### config.mk
export PLATFORM = sky130hd
export DESIGN_NAME = dlcar_front_flat
export DESIGN_NICKNAME = d
export VERILOG_FILES = /design/src/rtl/core/dlcar_pkg.sv /design/src/rtl/core/dlcar_if.sv /design/src/rtl/core/dlcar_front.sv /design/src/flat_wrapper.sv
export SDC_FILE = /design/constraint.sdc
export NUM_CORES = 1
export LEC_CHECK = 0
export BUFFER_PORTS_ARGS = -buffer_cell sky130_fd_sc_hd__clkbuf_2
export CAP_MARGIN = 20
export CORE_ASPECT_RATIO = 0.9
export CORE_MARGIN = 2
export CORE_UTILIZATION = 50
export DETAILED_ROUTE_END_ITERATION = 8
export HOLD_SLACK_MARGIN = 0.03
export PLACE_DENSITY = 0.76
export SYNTH_ARGS = -nofsm -noshare
export SYNTH_HDL_FRONTEND = slang
export SYNTH_SLANG_ARGS = --single-unit
### constraint.sdc
create_clock -name clk -period 1.5 [get_ports clk]
set_clock_uncertainty 0.2 [all_clocks]
set_input_delay 0.15 -clock clk [delete_from_list [all_inputs] [get_ports clk]]
set_output_delay 0.15 -clock clk [all_outputs]
set_load 0.05 [all_outputs]
### src/rtl/core/dlcar_pkg.sv
// shared types and constants for the dual load cell converter reader
package dlcar_pkg;

  localparam int SLOPE_W     = 32;
  localparam int OFFSET_W    = 56;
  localparam int CFG_DATA_W  = 56;
  localparam int CFG_INDEX_W = 8;
  localparam int WEIGHT_W    = 40;
  localparam int TOTAL_W     = 41;
  localparam int SUM_W       = 66;
  localparam int QUEUE_DEPTH = 4;

  localparam logic [CFG_INDEX_W-1:0] REG_SLOPE_A  = CFG_INDEX_W'(0);
  localparam logic [CFG_INDEX_W-1:0] REG_OFFSET_A = CFG_INDEX_W'(1);
  localparam logic [CFG_INDEX_W-1:0] REG_SLOPE_B  = CFG_INDEX_W'(2);
  localparam logic [CFG_INDEX_W-1:0] REG_OFFSET_B = CFG_INDEX_W'(3);

  localparam logic signed [SLOPE_W-1:0]  SLOPE_RESET  = SLOPE_W'(65536);
  localparam logic signed [OFFSET_W-1:0] OFFSET_RESET = '0;

  localparam logic signed [WEIGHT_W-1:0] WEIGHT_MAX = {1'b0, {(WEIGHT_W-1){1'b1}}};
  localparam logic signed [WEIGHT_W-1:0] WEIGHT_MIN = {1'b1, {(WEIGHT_W-1){1'b0}}};

  // per-item control passed from the front end to the scaling pipeline
  typedef struct packed {
    logic pulse;
    logic done;
  } ctl_t;

endpackage

### src/rtl/core/dlcar_if.sv
// channel interfaces for the dual load cell converter reader
interface dlcar_in_if;
  logic valid;
  logic ready;
  logic start_req;
  logic dout_a;
  logic dout_b;

  modport source (output valid, start_req, dout_a, dout_b, input ready);
  modport sink (input valid, start_req, dout_a, dout_b, output ready);
endinterface


### src/rtl/core/dlcar_front.sv
// front end: frame sequencing and serial bit capture for both channels
module dlcar_front #(
  parameter int DATA_BITS = 24
) (
  input  logic                  clk,
  input  logic                  rst,
  dlcar_in_if.sink              in_ch,
  input  logic                  q_full,
  output logic                  push,
  output dlcar_pkg::ctl_t       cmd,
  output logic [DATA_BITS-1:0]  word_a,
  output logic [DATA_BITS-1:0]  word_b
);

  localparam int CNT_W = $clog2(DATA_BITS + 1);

  logic                 busy;
  logic [CNT_W-1:0]     pulse_count;
  logic [DATA_BITS-1:0] shift_a;
  logic [DATA_BITS-1:0] shift_b;
  logic                 last_pulse;

  assign in_ch.ready = !q_full;
  assign push        = in_ch.valid && in_ch.ready;
  assign last_pulse  = busy && (pulse_count == CNT_W'(DATA_BITS));

  always_comb begin
    cmd.pulse = busy;
    cmd.done  = last_pulse;
    // two's complement to offset binary
    word_a    = {~shift_a[DATA_BITS-1], shift_a[DATA_BITS-2:0]};
    word_b    = {~shift_b[DATA_BITS-1], shift_b[DATA_BITS-2:0]};
  end

  always_ff @(posedge clk) begin
    if (rst) begin
      busy        <= 1'b0;
      pulse_count <= '0;
      shift_a     <= '0;
      shift_b     <= '0;
    end else if (push) begin
      if (!busy) begin
        if (in_ch.start_req) begin
          busy        <= 1'b1;
          pulse_count <= '0;
          shift_a     <= '0;
          shift_b     <= '0;
        end
      end else if (last_pulse) begin
        busy        <= 1'b0;
        pulse_count <= '0;
      end else begin
        pulse_count <= pulse_count + CNT_W'(1);
        shift_a     <= {shift_a[DATA_BITS-2:0], in_ch.dout_a};
        shift_b     <= {shift_b[DATA_BITS-2:0], in_ch.dout_b};
      end
    end
  end

  // frame ends only on the pulse after the last data bit
  a_busy_fall: assert property (@(posedge clk) disable iff (rst)
    $fell(busy) && !$past(rst) |-> $past(push && pulse_count == CNT_W'(DATA_BITS)))
    else $error("frame ended without final pulse");

  a_pulse_busy: assert property (@(posedge clk) disable iff (rst)
    push |-> (cmd.pulse == busy) && (!cmd.done || busy))
    else $error("pulse flag out of step with frame state");

  a_count_hold: assert property (@(posedge clk) disable iff (rst)
    !push |=> $stable(pulse_count) && $stable(busy))
    else $error("frame state moved without a transaction");

endmodule

### src/flat_wrapper.sv
// flat-port wrapper written by rule: the top's interface ports become plain ports
module dlcar_front_flat 
#(
  parameter int DATA_BITS = 24
)
  (clk, rst, q_full, push, cmd, word_a, word_b, in_ch_valid, in_ch_start_req, in_ch_dout_a, in_ch_dout_b, in_ch_ready);
  dlcar_in_if in_ch_i ();
  input  logic clk;
  input  logic rst;
  input  logic q_full;
  output logic push;
  output dlcar_pkg::ctl_t cmd;
  output logic [DATA_BITS-1:0] word_a;
  output logic [DATA_BITS-1:0] word_b;
  input wire logic [$bits(in_ch_i.valid)-1:0] in_ch_valid;
  input wire logic [$bits(in_ch_i.start_req)-1:0] in_ch_start_req;
  input wire logic [$bits(in_ch_i.dout_a)-1:0] in_ch_dout_a;
  input wire logic [$bits(in_ch_i.dout_b)-1:0] in_ch_dout_b;
  output wire logic [$bits(in_ch_i.ready)-1:0] in_ch_ready;
  assign in_ch_i.valid = in_ch_valid;
  assign in_ch_i.start_req = in_ch_start_req;
  assign in_ch_i.dout_a = in_ch_dout_a;
  assign in_ch_i.dout_b = in_ch_dout_b;
  assign in_ch_ready = in_ch_i.ready;
  dlcar_front #(.DATA_BITS(DATA_BITS)) u_core (.clk(clk), .rst(rst), .in_ch(in_ch_i), .q_full(q_full), .push(push), .cmd(cmd), .word_a(word_a), .word_b(word_b));
endmodule
# --- Word level (Yosys, flattened, before mapping) ---
# Cells that the tools add are included.
totals:
  reg_bits: 54
op_classes:
  reduce_logical: 6
  n_eq_ne: 2
  bitwise: 2
  addsub: 1
  muxes: 11
op_table:
  columns: ["operator", "count"]
  rows:
  - ["$mux 24", 5]
  - ["$mux 5", 3]
  - ["$add 5x1->5 const B", 1]
  - ["$eq 5x5->1 const B", 1]
  - ["$mux 1", 3]
  - ["$reduce_and 3->1", 1]
  - ["$logic_and 1x1->1", 2]
  - ["$ne 2x2->1 const B", 1]
  - ["$not 1->1", 2]
  - ["$reduce_and 2->1", 1]
  - ["$reduce_bool 2->1", 1]
  - ["$logic_not 1->1", 1]

# --- Logic depth before layout (Yosys ltp) ---
logic_depth:
  depth_word: 4
  mapped_depth: 7
  ltp_nobuf: 5

# --- Worst setup path before layout ---
# No wires, ideal clock.
synth_timing:
  path_type: "register -> register"
  start: "register u_core.pulse_count[0]"
  end: "register u_core.shift_a[23]"
  setup_time_ps: 93
  setup_slack_ps: -180
  stages_incl_launch_ff: 7
  period_less_slack_ps: 1680
  arrival_ps: 1387
  t_required_ps: 1207
  path_cell_list: "dfxtp_1 inv_1 ha_1 and4b_4 or3_1 buf_6 o32ai_1"
synth_via:
  elab_chain_cells: 4
synth_lines:
  columns: ["element", "line_no", "rtl"]
  rows:
  - ["start, declared", "dlcar_front.sv:18", "logic [CNT_W-1:0] pulse_count;"]
  - ["start signal, assigned", "dlcar_front.sv:53", "pulse_count <= pulse_count + CNT_W'(1);"]
  - ["$eq 5x5->1", "dlcar_front.sv:25", "assign last_pulse = busy && (pulse_count == CNT_W'(DATA_BITS));"]
  - ["$logic_and 1x1->1", "dlcar_front.sv:25", null]
  - ["$ne 2x2->1 (no source line)", null, null]
  - ["$reduce_and 3->1 (no source line)", null, null]
  - ["end signal, assigned", "dlcar_front.sv:54", "shift_a <= {shift_a[DATA_BITS-2:0], in_ch.dout_a};"]
  - ["end, declared", "dlcar_front.sv:19", "logic [DATA_BITS-1:0] shift_a;"]
# Every way passes these cells.
# A chain may end at the register's enable or synchronous reset.

==> flow_summary.toml <==
[yosys]
ys_types = 35
synthMuxAreaShare_pct = 6.329
postSynthCellCount = 355
ys_top_cells_by_area = "dfxtp_1, buf_4, mux2i_1"
yosysMostFrequentCell = "dfxtp_1"
netlist_area_sq_um = 3163
ys_ff_latch = 54
yosysWarnings = 0
synth_compound_area_share_pct = 17.76
yosysTopAreaCell = "dfxtp_1"
synth_edf_count = 0
synthFlopType = "dfxtp_1"
synth_top_cell_area_share_pct = 34.18
ys_seq_area_share_pct = 34.18
syn-num-nets = 364
synth_top_family_by_area = "simple AND/OR/NAND/NOR gates"
syn_area_per_cell_sq_um = 8.910
async_flop_share_pct = 0
synth_common_cells = "dfxtp_1, buf_4, nand3_1, nor2b_1"
synthSimpleGateAreaFrac_pct = 21.28
synthAdderAreaFrac_pct = 0.7911
synth_xor_area_share_pct = 0

[sta]
slew_headroom_pct = 77.81
rsz0062_at_grt = "yes"
setup_viol = 53
max_freq_ghz = 0.5704
hold_violations = 0
hold_ws_ns = 0.1015
drv_slew = 0
worst_pin_slew_ns = 0.3329
setup_slack_ns = -0.2532
period_minus_slack_ns = 1.753
setup_tns_ns = -7.577
period_share_pct = 116.9

[global_routing]
grt_usage_pct = 19.49
antenna_found_initial = 0
gr-total-overflow = 0
grt_pass1_wl_mm = 11.14
grt_pass1_vias = 2427
grt_max_degree = 43

[layout]
fin_nets = 382
area_delta_synth_final_pct = 13.57
insertedDiodeCount = 0
fill_cells = 537
utilization_pct = 58.75
design_area_sq_um = 3592
drive_gt1_share_pct = 30.83

[place]
place_area_sq_um = 3413
io_buffers = 58
post-dp-hpwl_mm = 4.544
gp_congestion = 0.7595
place_ws_ns = -0.1452

[outcome]
status = "finished with violations"
violations = "negative setup slack"

[routing]
wl_per_cell_microns = 14.66
ant_nets = 0
route.detailed.drc = 0
drt-initial-drc-count = 128
first_pass_iters = 4
vias_per_cell = 5.672
wirelength_mm = 6.742
vias = 2609

[worst_setup_path]
critPathKind = "register to output pin"
cp_data_arrival_time_ns = 1.40
critical_path_required_ns = 1.15
startpoint_type = "register"
crit_path_end_kind = "output pin"
worstPathMaxFanout = 2

[clock_network]
cts_tree = "done"
max-clock-path-buffers = 2
h-tree-depth = 2
cts_sinks = 54
clk_pin_slew_ns = 0.09
cts_made_buffers = 5
clk_latency_ns = 0.30
cts_root_buf = "clkbuf_8"

[floorplanning]
core-area_sq_um = 6115
io_pins = 59
dieArea_sq_um = 6979
die_y_microns = 79.46
start_util_pct = 51.73
rows = 27
die_width_microns = 87.84

[power]
peakVddDrop_uv = 468.3
p_leak_nw = 1.436
power_density_nw_per_um2 = 683.4

[worst_hold_path]
hold_path_class = "input pin to register"

[job]
cap_violations = 0
worst paths after layout:
path / start / endpoint / slack, ns / depth (start not counted)
worst min-delay path: rst / u_core.shift_b[6] / 0.10 / 3
worst max register to register: u_core.pulse_count[0] / u_core.shift_a[5] / -0.19 / 8
worst min register to register: u_core.shift_b[22] / u_core.shift_b[23] / 0.29 / 2
worst max-delay path: u_core.pulse_count[0] / cmd[0] / -0.25 / 6
cells by family (layout without fill, tap and decap cells):
logic type | count (synthesis) | count (layout)
compound gates | 80 | 80
buf+inv | 103 | 120
simple gates | 96 | 97
fa+ha+maj | 2 | 2
flops | 54 | 54
mux | 20 | 20
layer usage:
metal,up-vias,part of all wire [%],GRT usage [%]
met1,1222,46,25.35
met2,72,47,32.65
met3,14,4.6,3.826
met4,0,1.8,5.538
met5,-,0,0
li1,1301,-,-
metrics by stage:
stage	total power, mW	cells
final	2.455	460
after floorplan	1.620	355
after CTS	2.473	459
after global placement	1.704	448
after global routing	2.545	460
after detailed placement	1.707	448
power by group:
part | internal, mW | switching, mW
clock | 0.323 | 0.446
combinational | 0.0908 | 0.157
sequential | 1.43 | 0.00379
total | 1.85 | 0.607
cell type report:
type | instances | area, sq um | area share (%)
multi-input cells | 199 | 1511 | 42.08
inverters | 18 | 67.56 | 1.881
repair buffers | 95 | 740.7 | 20.62
well taps | 87 | 108.9 | 3.030
flip-flops and latches | 54 | 1087 | 30.27
clock buffers | 7 | 76.32 | 2.125
critical path, stage by stage, from the launching register on:
cell	delay, ns
dfxtp_2	0.33
inv_2	0.07
ha_4	0.13
nand4b_1	0.16
buf_12	0.18
nor2_4	0.09
buf_8	0.15
placed cells by master, fill, tap and decap left out, drive strengths merged, types with 3 or more instances in the layout:
cell         instances
nor4bb              18
o32ai                9
buf                 36
o2bb2ai             20
a21oi                4
inv                 18
mux2i               20
dlygate4sd3          3
nor2b               21
dfxtp               54
a31oi               20
nand2b               3
nand4               20
clkbuf              63
o21ai               23
nand3               21
registers in the layout, summed over array words and instances (netlist names):
register / cells
u_core.shift_a: 24
u_core.busy: 1
u_core.pulse_count: 5
u_core.shift_b: 24
timing repair:
action                                 CTS  global route
endpoints found under the hold margin    3             0
setup buffers                            1             0
cloned                                   0             1
pin swaps                                1             8
gates resized for setup                  7             7
setup endpoints to repair               51            54
hold buffers                             3             0
No activity file was read; power rests on OpenSTA's default activity.
