===== config.mk =====
export PLATFORM = sky130hd
export DESIGN_NAME = dlcar_queue
export DESIGN_NICKNAME = d
export VERILOG_FILES = /design/src/rtl/core/dlcar_pkg.sv /design/src/rtl/core/dlcar_queue.sv
export SDC_FILE = /design/constraint.sdc
export NUM_CORES = 1
export LEC_CHECK = 0
export ABC_AREA = 1
export BUFFER_PORTS_ARGS = -buffer_cell sky130_fd_sc_hd__buf_4
export CAP_MARGIN = 20
export CORE_MARGIN = 8
export CORE_UTILIZATION = 50
export CTS_BUF_LIST = sky130_fd_sc_hd__clkbuf_16
export CTS_CLUSTER_DIAMETER = 200
export DETAILED_ROUTE_END_ITERATION = 7
export PLACE_DENSITY = 0.81
export SLEW_MARGIN = 15
export SYNTH_ARGS = -nofsm -noshare
export SYNTH_HDL_FRONTEND = slang
export SYNTH_SLANG_ARGS = --single-unit

===== constraint.sdc =====
create_clock -name clk -period 1.9 [get_ports clk]
set_input_delay 0.095 -clock clk [delete_from_list [all_inputs] [get_ports clk]]
set_output_delay 0.095 -clock clk [all_outputs]
set_load 0.05 [all_outputs]

===== src/rtl/core/dlcar_pkg.sv =====
// shared types and constants for the dual load cell converter reader
package dlcar_pkg;

  localparam int SLOPE_W     = 32;
  localparam int OFFSET_W    = 56;
  localparam int CFG_DATA_W  = 56;
  localparam int CFG_INDEX_W = 8;
  localparam int WEIGHT_W    = 40;
  localparam int TOTAL_W     = 41;
  localparam int SUM_W       = 66;
  localparam int QUEUE_DEPTH = 4;

  localparam logic [CFG_INDEX_W-1:0] REG_SLOPE_A  = CFG_INDEX_W'(0);
  localparam logic [CFG_INDEX_W-1:0] REG_OFFSET_A = CFG_INDEX_W'(1);
  localparam logic [CFG_INDEX_W-1:0] REG_SLOPE_B  = CFG_INDEX_W'(2);
  localparam logic [CFG_INDEX_W-1:0] REG_OFFSET_B = CFG_INDEX_W'(3);

  localparam logic signed [SLOPE_W-1:0]  SLOPE_RESET  = SLOPE_W'(65536);
  localparam logic signed [OFFSET_W-1:0] OFFSET_RESET = '0;

  localparam logic signed [WEIGHT_W-1:0] WEIGHT_MAX = {1'b0, {(WEIGHT_W-1){1'b1}}};
  localparam logic signed [WEIGHT_W-1:0] WEIGHT_MIN = {1'b1, {(WEIGHT_W-1){1'b0}}};

  // per-item control passed from the front end to the scaling pipeline
  typedef struct packed {
    logic pulse;
    logic done;
  } ctl_t;

endpackage


===== src/rtl/core/dlcar_queue.sv =====
// short queue between the front end and the scaling pipeline
module dlcar_queue #(
  parameter int WIDTH = 50
) (
  input  logic             clk,
  input  logic             rst,
  input  logic             push,
  input  logic [WIDTH-1:0] push_data,
  input  logic             pop,
  output logic             full,
  output logic             head_valid,
  output logic [WIDTH-1:0] head_data
);

  localparam int PTR_W = $clog2(dlcar_pkg::QUEUE_DEPTH);
  localparam int CNT_W = PTR_W + 1;

  logic [WIDTH-1:0] mem [dlcar_pkg::QUEUE_DEPTH];
  logic [PTR_W-1:0] wr_ptr;
  logic [PTR_W-1:0] rd_ptr;
  logic [CNT_W-1:0] count;
  logic             do_pop;

  assign full       = (count == CNT_W'(dlcar_pkg::QUEUE_DEPTH));
  assign head_valid = (count != '0);
  assign head_data  = mem[rd_ptr];
  assign do_pop     = pop && head_valid;

  always_ff @(posedge clk) begin
    if (push) begin
      mem[wr_ptr] <= push_data;
    end
  end

  always_ff @(posedge clk) begin
    if (rst) begin
      wr_ptr <= '0;
      rd_ptr <= '0;
      count  <= '0;
    end else begin
      if (push) begin
        wr_ptr <= wr_ptr + PTR_W'(1);
      end
      if (do_pop) begin
        rd_ptr <= rd_ptr + PTR_W'(1);
      end
      unique case ({push, do_pop})
        2'b10:   count <= count + CNT_W'(1);
        2'b01:   count <= count - CNT_W'(1);
        default: count <= count;
      endcase
    end
  end

  a_no_overflow: assert property (@(posedge clk) disable iff (rst)
    full |-> !push)
    else $error("write into full queue");

  a_count_track: assert property (@(posedge clk) disable iff (rst)
    !$past(rst) && $past(push) && !$past(do_pop) |-> count == $past(count) + CNT_W'(1))
    else $error("queue fill level lost a write");

  a_ptr_gap: assert property (@(posedge clk) disable iff (rst)
    (count == '0 || full) |-> wr_ptr == rd_ptr)
    else $error("queue pointers disagree with fill level");

endmodule


==> Yosys cells after proc, flatten, opt, wreduce, memory -nomap -nowiden <==
Memories as Yosys holds them, arrays and structs flattened. A register that Yosys moved wholly into a read port is not among the register bits.
Cells that the tools add are included.
{ "totals": {"reg_bits": 7, "latchBits": 0, "ram_bits": 200, "romBits": 0, "output_inout_bits": 52, "word_cells": 19, "mem_count": 1} }
{ "op_classes": {"n_addsub": 4, "multipliers": 0, "div_mod_pow": 0, "n_lt_le_gt_ge": 0, "eq_ne": 3, "n_shift": 0, "mux": 5, "bitwise": 0, "reduce_logical": 3} }
{ "mem_list": {"columns": ["memory", "words", "width", "read_ports", "rd_ports_with_merged_regs", "wr", "line_no", "rtl"], "rows": [
  ["mem", 4, 50, 1, 1, 1, "dlcar_queue.sv:18", "logic [WIDTH-1:0] mem [dlcar_pkg::QUEUE_DEPTH];"]
]} }
{ "op_table": {"columns": ["cell", "count"], "rows": [
  ["case mux 3 bit (2 select lines)", 1],
  ["adder 2 x 1 -> 2 bit (second input constant)", 2],
  ["2-to-1 mux 2 bit", 2],
  ["adder 3 x 1 -> 3 bit (second input constant)", 1],
  ["== test 3 bit (second input constant)", 1],
  ["nonzero test 3 bit", 1],
  ["subtractor 3 x 1 -> 3 bit (second input constant)", 1],
  ["== test 2 x 1 -> 1 bit (second input constant)", 1],
  ["== test 2 bit (second input constant)", 1],
  ["2-to-1 mux 1 bit", 2],
  ["nonzero test 2 bit", 1],
  ["logical AND 1 bit", 1]
]} }

==> Depth between registers and ports, before layout <==
{ "depth": {"depth_word": 4, "ltp_mapped": 13, "depth_no_buf": 13} }

==> Worst setup path before layout <==
Ideal clock, no wire load.
{ "synth_path": {"path_kind": "reg-to-reg", "start": "reg count[1]", "end": "reg count[2]", "arrival_ns": 1.860, "path_slack_ns": -0.072, "path_stages_with_launch": 14, "n_path_buf": 0, "synth_period_minus_slack_ns": 1.972, "cell_sequence": "dfxtp_1 -> nor2_1 -> nand2_1 -> nand2_1 -> inv_2 -> ha_1 -> inv_2 -> fa_1 -> inv_1 -> nand2_1 -> nand3_1 -> nand2_1 -> nand2_1 -> nor2_1"} }
{ "synth_between": {"elab_chain_len": 4, "elab_cells_between_ends": 8, "cone_classes": "2 x add/sub; 2 x eq/ne; 1 x mux; 3 x reduce/logical"} }
{ "synth_rtl": {"columns": ["element", "line_no", "rtl"], "rows": [
  ["start: declaration", "dlcar_queue.sv:21", "logic [CNT_W-1:0] count;"],
  ["start signal: assignment", "dlcar_queue.sv:48", "2'b10: count <= count + CNT_W'(1);"],
  ["start signal: assignment", "dlcar_queue.sv:49", "2'b01: count <= count - CNT_W'(1);"],
  ["start signal: assignment", "dlcar_queue.sv:50", "default: count <= count;"],
  ["nonzero test 3 bit (*)", "dlcar_queue.sv:25", "assign head_valid = (count != '0);"],
  ["named net head_valid", "dlcar_queue.sv:11", "output logic head_valid,"],
  ["logical AND 1 bit (*)", "dlcar_queue.sv:27", "assign do_pop = pop && head_valid;"],
  ["named net do_pop", "dlcar_queue.sv:22", "logic do_pop;"],
  ["== test 2 x 1 -> 1 bit or == test 2 bit (tied branches)", "dlcar_queue.sv:47", "unique case ({push, do_pop})"],
  ["case mux 3 bit (2 select lines) or nonzero test 2 bit (tied branches)", null, null]
]} }
The timed path passes the listed nets; every way through them passes the cells marked *.
A chain may end at the register's enable or synchronous reset.

==> metrics.csv <==
stage,metric,value,unit
critical_path,required,1.80,ns
global_routing,grt_antenna_before_repair,1,
synthesis,synth_area_leaders,"edfxtp_1 75%, nor2_1 4.9%, o22ai_1 3.9%",
routing,drt_first_pass_iters,5,
sta,fmax,537,MHz
synthesis,muxShareOfSynthArea,0,%
synthesis,synthArstFlopShare,0,%
synthesis,synth_edf_count,200,
routing,via_per_inst,5.37,
routing,wl_met2,9.21,mm
critical_path,worst_path_max_delay_cell,dfxtp_4,
clock_tree,path_clk_slew,0.06,ns
placed_design,dp_cells,855,
synthesis,ys_warn_count,0,
routing,met3WireLength,1.17,mm
sta,period_needed,1.86,ns
floorplanning,core-area,15800,um2
sta,setup_viol,0,
synthesis,syn_area,8020,um2
cells_and_area,syn2layout_area_growth,28.1,%
outcome,status,completed,
power,combPwrFrac,28.6,%
sta,whs,0.356,ns
power,p_clk_share,29.7,%
synthesis,ys_seq_elements,209,
synthesis,yosysMostFrequentCell,edfxtp_1,
power,swShare,32.8,%
power,sequentialPowerShare,41.7,%
critical_path,end_kind,output port,
routing,dr.first_iter.drc_count,322,
routing,routed_wl,17.8,mm
power,irDropWorstVdd,0.744,mV
synthesis,synthFlopType,edfxtp_1,
placed_design,post-dp-hpwl,10.3,mm
cells_and_area,drive_gt1_share,23.2,%
clock_tree,clk_latency,0.48,ns
sta,slew_violations,0,
clock_tree,cts_root_buf,clkbuf_16,
synthesis,syn_area_per_cell,14.6,um2
critical_path,crit_chain,buf_12 -> inv_16 -> nor2_1 -> o22ai_1 -> buf_4,
routing,highest_layer,met4,
synthesis,synth_cell_types,22,
sta,timing.final.crit_share,98.0,%
sta,skew,0.0139,ns
routing,vias,5095,
synthesis,synth-xor-area-share,0,%
routing,met1_length,7.14,mm
global_routing,grt_max_degree,51,
placed_design,place_congestion,0.753,
floorplanning,start_util,50.8,%
sta,tightest_slew,0.408,ns
power,p_leak,3.71,nW
min_path,hp-class,input port to flip-flop,
cells_and_area,final_nets,781,
synthesis,synthAdderAreaFrac,1.03,%
floorplanning,row_count,46,
flow_run,maxCapViolations,0,
power,switchingPower,4.23,mW
synthesis,yosys-top-cells-count,"200 x edfxtp_1, 105 x nor2_1, 60 x o21ai_1, 50 x o22ai_1, 44 x o21ai_0",
floorplanning,die_h,143,um
clock_tree,clockBufferDepth,3,
critical_path,cp-start-kind,flip-flop,
synthesis,ys_seq_area_share,77.1,%
routing,ant_nets,0,
synthesis,syn_nets,609,
synthesis,synth_area_leader_cell,edfxtp_1,
synthesis,synth-compound-area-share,10.7,%
sta,rsz0062_at_grt,true,
global_routing,grt_usage,17.3,%
global_routing,grt_overflow,0,
power,powerDensity,1250,nW/um2
global_routing,grt_pass1_vias,5313,
synthesis,synth_top_family_by_area,compound AO/OA/AOI/OAI gates,
global_routing,grt_pass1_wl,27.6,mm
clock_tree,cts_buffers,21,
critical_path,cp_max_fo,50,
placed_design,port_buffers,105,
critical_path,crit_arrival,1.77,ns
sta,hold_violations,0,
synthesis,postSynthCellCount,549,
floorplanning,die_w,143,um
floorplanning,dieArea,20300,um2
synthesis,netlist.area_leader.share,74.9,%
clock_tree,htree_levels,1,
critical_path,slowest_delay,0.39,ns
clock_tree,cts_sinks,209,
floorplanning,io_pins,106,
synthesis,yosys.area_share.simple,5.94,%
critical_path,path_class,flip-flop to output port,
power,p_int,8.66,mW
routing,wl_per_cell,18.7,um
cells_and_area,fin_cells,949,
routing,drc,0,
clock_tree,cts_tree,yes,
sta,relSlewSlack,72.7,%
## worst paths after layout
check                      from            end  slack, ns  cells past startpoint
hold reg to reg       wr_ptr[1]      wr_ptr[1]       0.53                      2
hold / removal    push_data[44]     mem[0][44]       0.36                      2
setup reg to reg       count[1]       count[2]       0.16                     13
setup / recovery      flip-flop  head_data[26]       0.04                      5
## per-stage QoR
stage	TNS, ns	total power [mW]	util [%]	cell area [um2]	worst slack [ns]
finish	0	12.9	65.2	10300	0.0382
global route	-0.302	13.3	65.2	10300	-0.0438
CTS	0	13.0	65.1	10300	0.0103
detailed placement	0	8.90	56.9	8970	0.211
global placement	0	8.80	56.9	8970	0.271
floorplan	0	8.05	-	8030	0.000137
## cell usage in the layout (no fill, tap or decap)
cell type and n:
buf_8 1, buf_12 9, buf_4 111, dfxtp_4 1, ha_1 5, inv_12 1
nor3_1 1, o22ai_2 4, dfxtp_1 7, buf_6 4, o21ai_1 62, dfxtp_2 1
inv_6 1, inv_16 1, inv_4 1, fa_1 1, nor2_2 1, clkinv_1 3
dlygate4sd3_1 54, nand2_2 1, clkinv_2 2, clkbuf_16 21, o22ai_1 46, nor2_1 105
clkinvlp_4 3, nand3_1 3, a21oi_1 5, nand2_1 14, o21ai_0 42, bufinv_16 2
inv_1 14, edfxtp_1 200, inv_2 5, diode_2 1
## power by group through the flow
stage | Sequential, mW | Combinational, mW | Clock [mW]
after floorplan | 5.43 | 2.62 | 0
after global placement | 5.49 | 3.31 | 0
after detailed placement | 5.51 | 3.40 | 0
after CTS | 5.38 | 3.69 | 3.90
after global routing | 5.39 | 3.90 | 4.05
final | 5.37 | 3.69 | 3.83
## area by class of cell
| class | count | area, um2 |
|---|---|---|
| diodes | 1 | 2.50 |
| clock buffers | 21 | 526 |
| clock inverters | 13 | 109 |
| fillers | 1127 | 5500 |
| inverters | 19 | 101 |
| multi-input cells | 290 | 1450 |
| flip-flops and latches | 209 | 6190 |
| well taps | 216 | 270 |
| repair buffers | 179 | 1610 |
| repair inverters | 1 | 16.3 |
## state kept, by name (all words and copies together) (netlist names), named ones only
signal and count:
mem 200, rd_ptr 2, count 3, wr_ptr 2
## critical path: cells and delay by family (launching register included)
| kind | cells | cell delay [ns] |
|---|---|---|
| flops | 1 | 0.39 |
| buf+inv | 3 | 0.58 |
| compound gates | 1 | 0.22 |
| simple gates | 1 | 0.08 |
## kinds of logic (layout without fill, tap and decap cells)
family / count (synthesis) / count (layout)
buf+inv: 50 / 233
simple gates: 125 / 125
fa+ha+maj: 6 / 6
other cells: 0 / 1
flops: 209 / 209
compound gates: 159 / 159
## layer usage
layer  up-vias  global-route usage [%]
met5         -                       0
met4         0                    4.42
met3        26                    3.97
met2       174                    31.2
met1      2504                    20.3
li1       2391                       -
## repair_timing
action,in CTS,in global routing
endpoints found under the setup margin,50,24
gates cloned,1,0
setup buffers,4,0
resized for setup,16,5
hold endpoints to repair,209,0
hold buffers,54,0
Note: power is estimated with default switching activity, not from simulation.
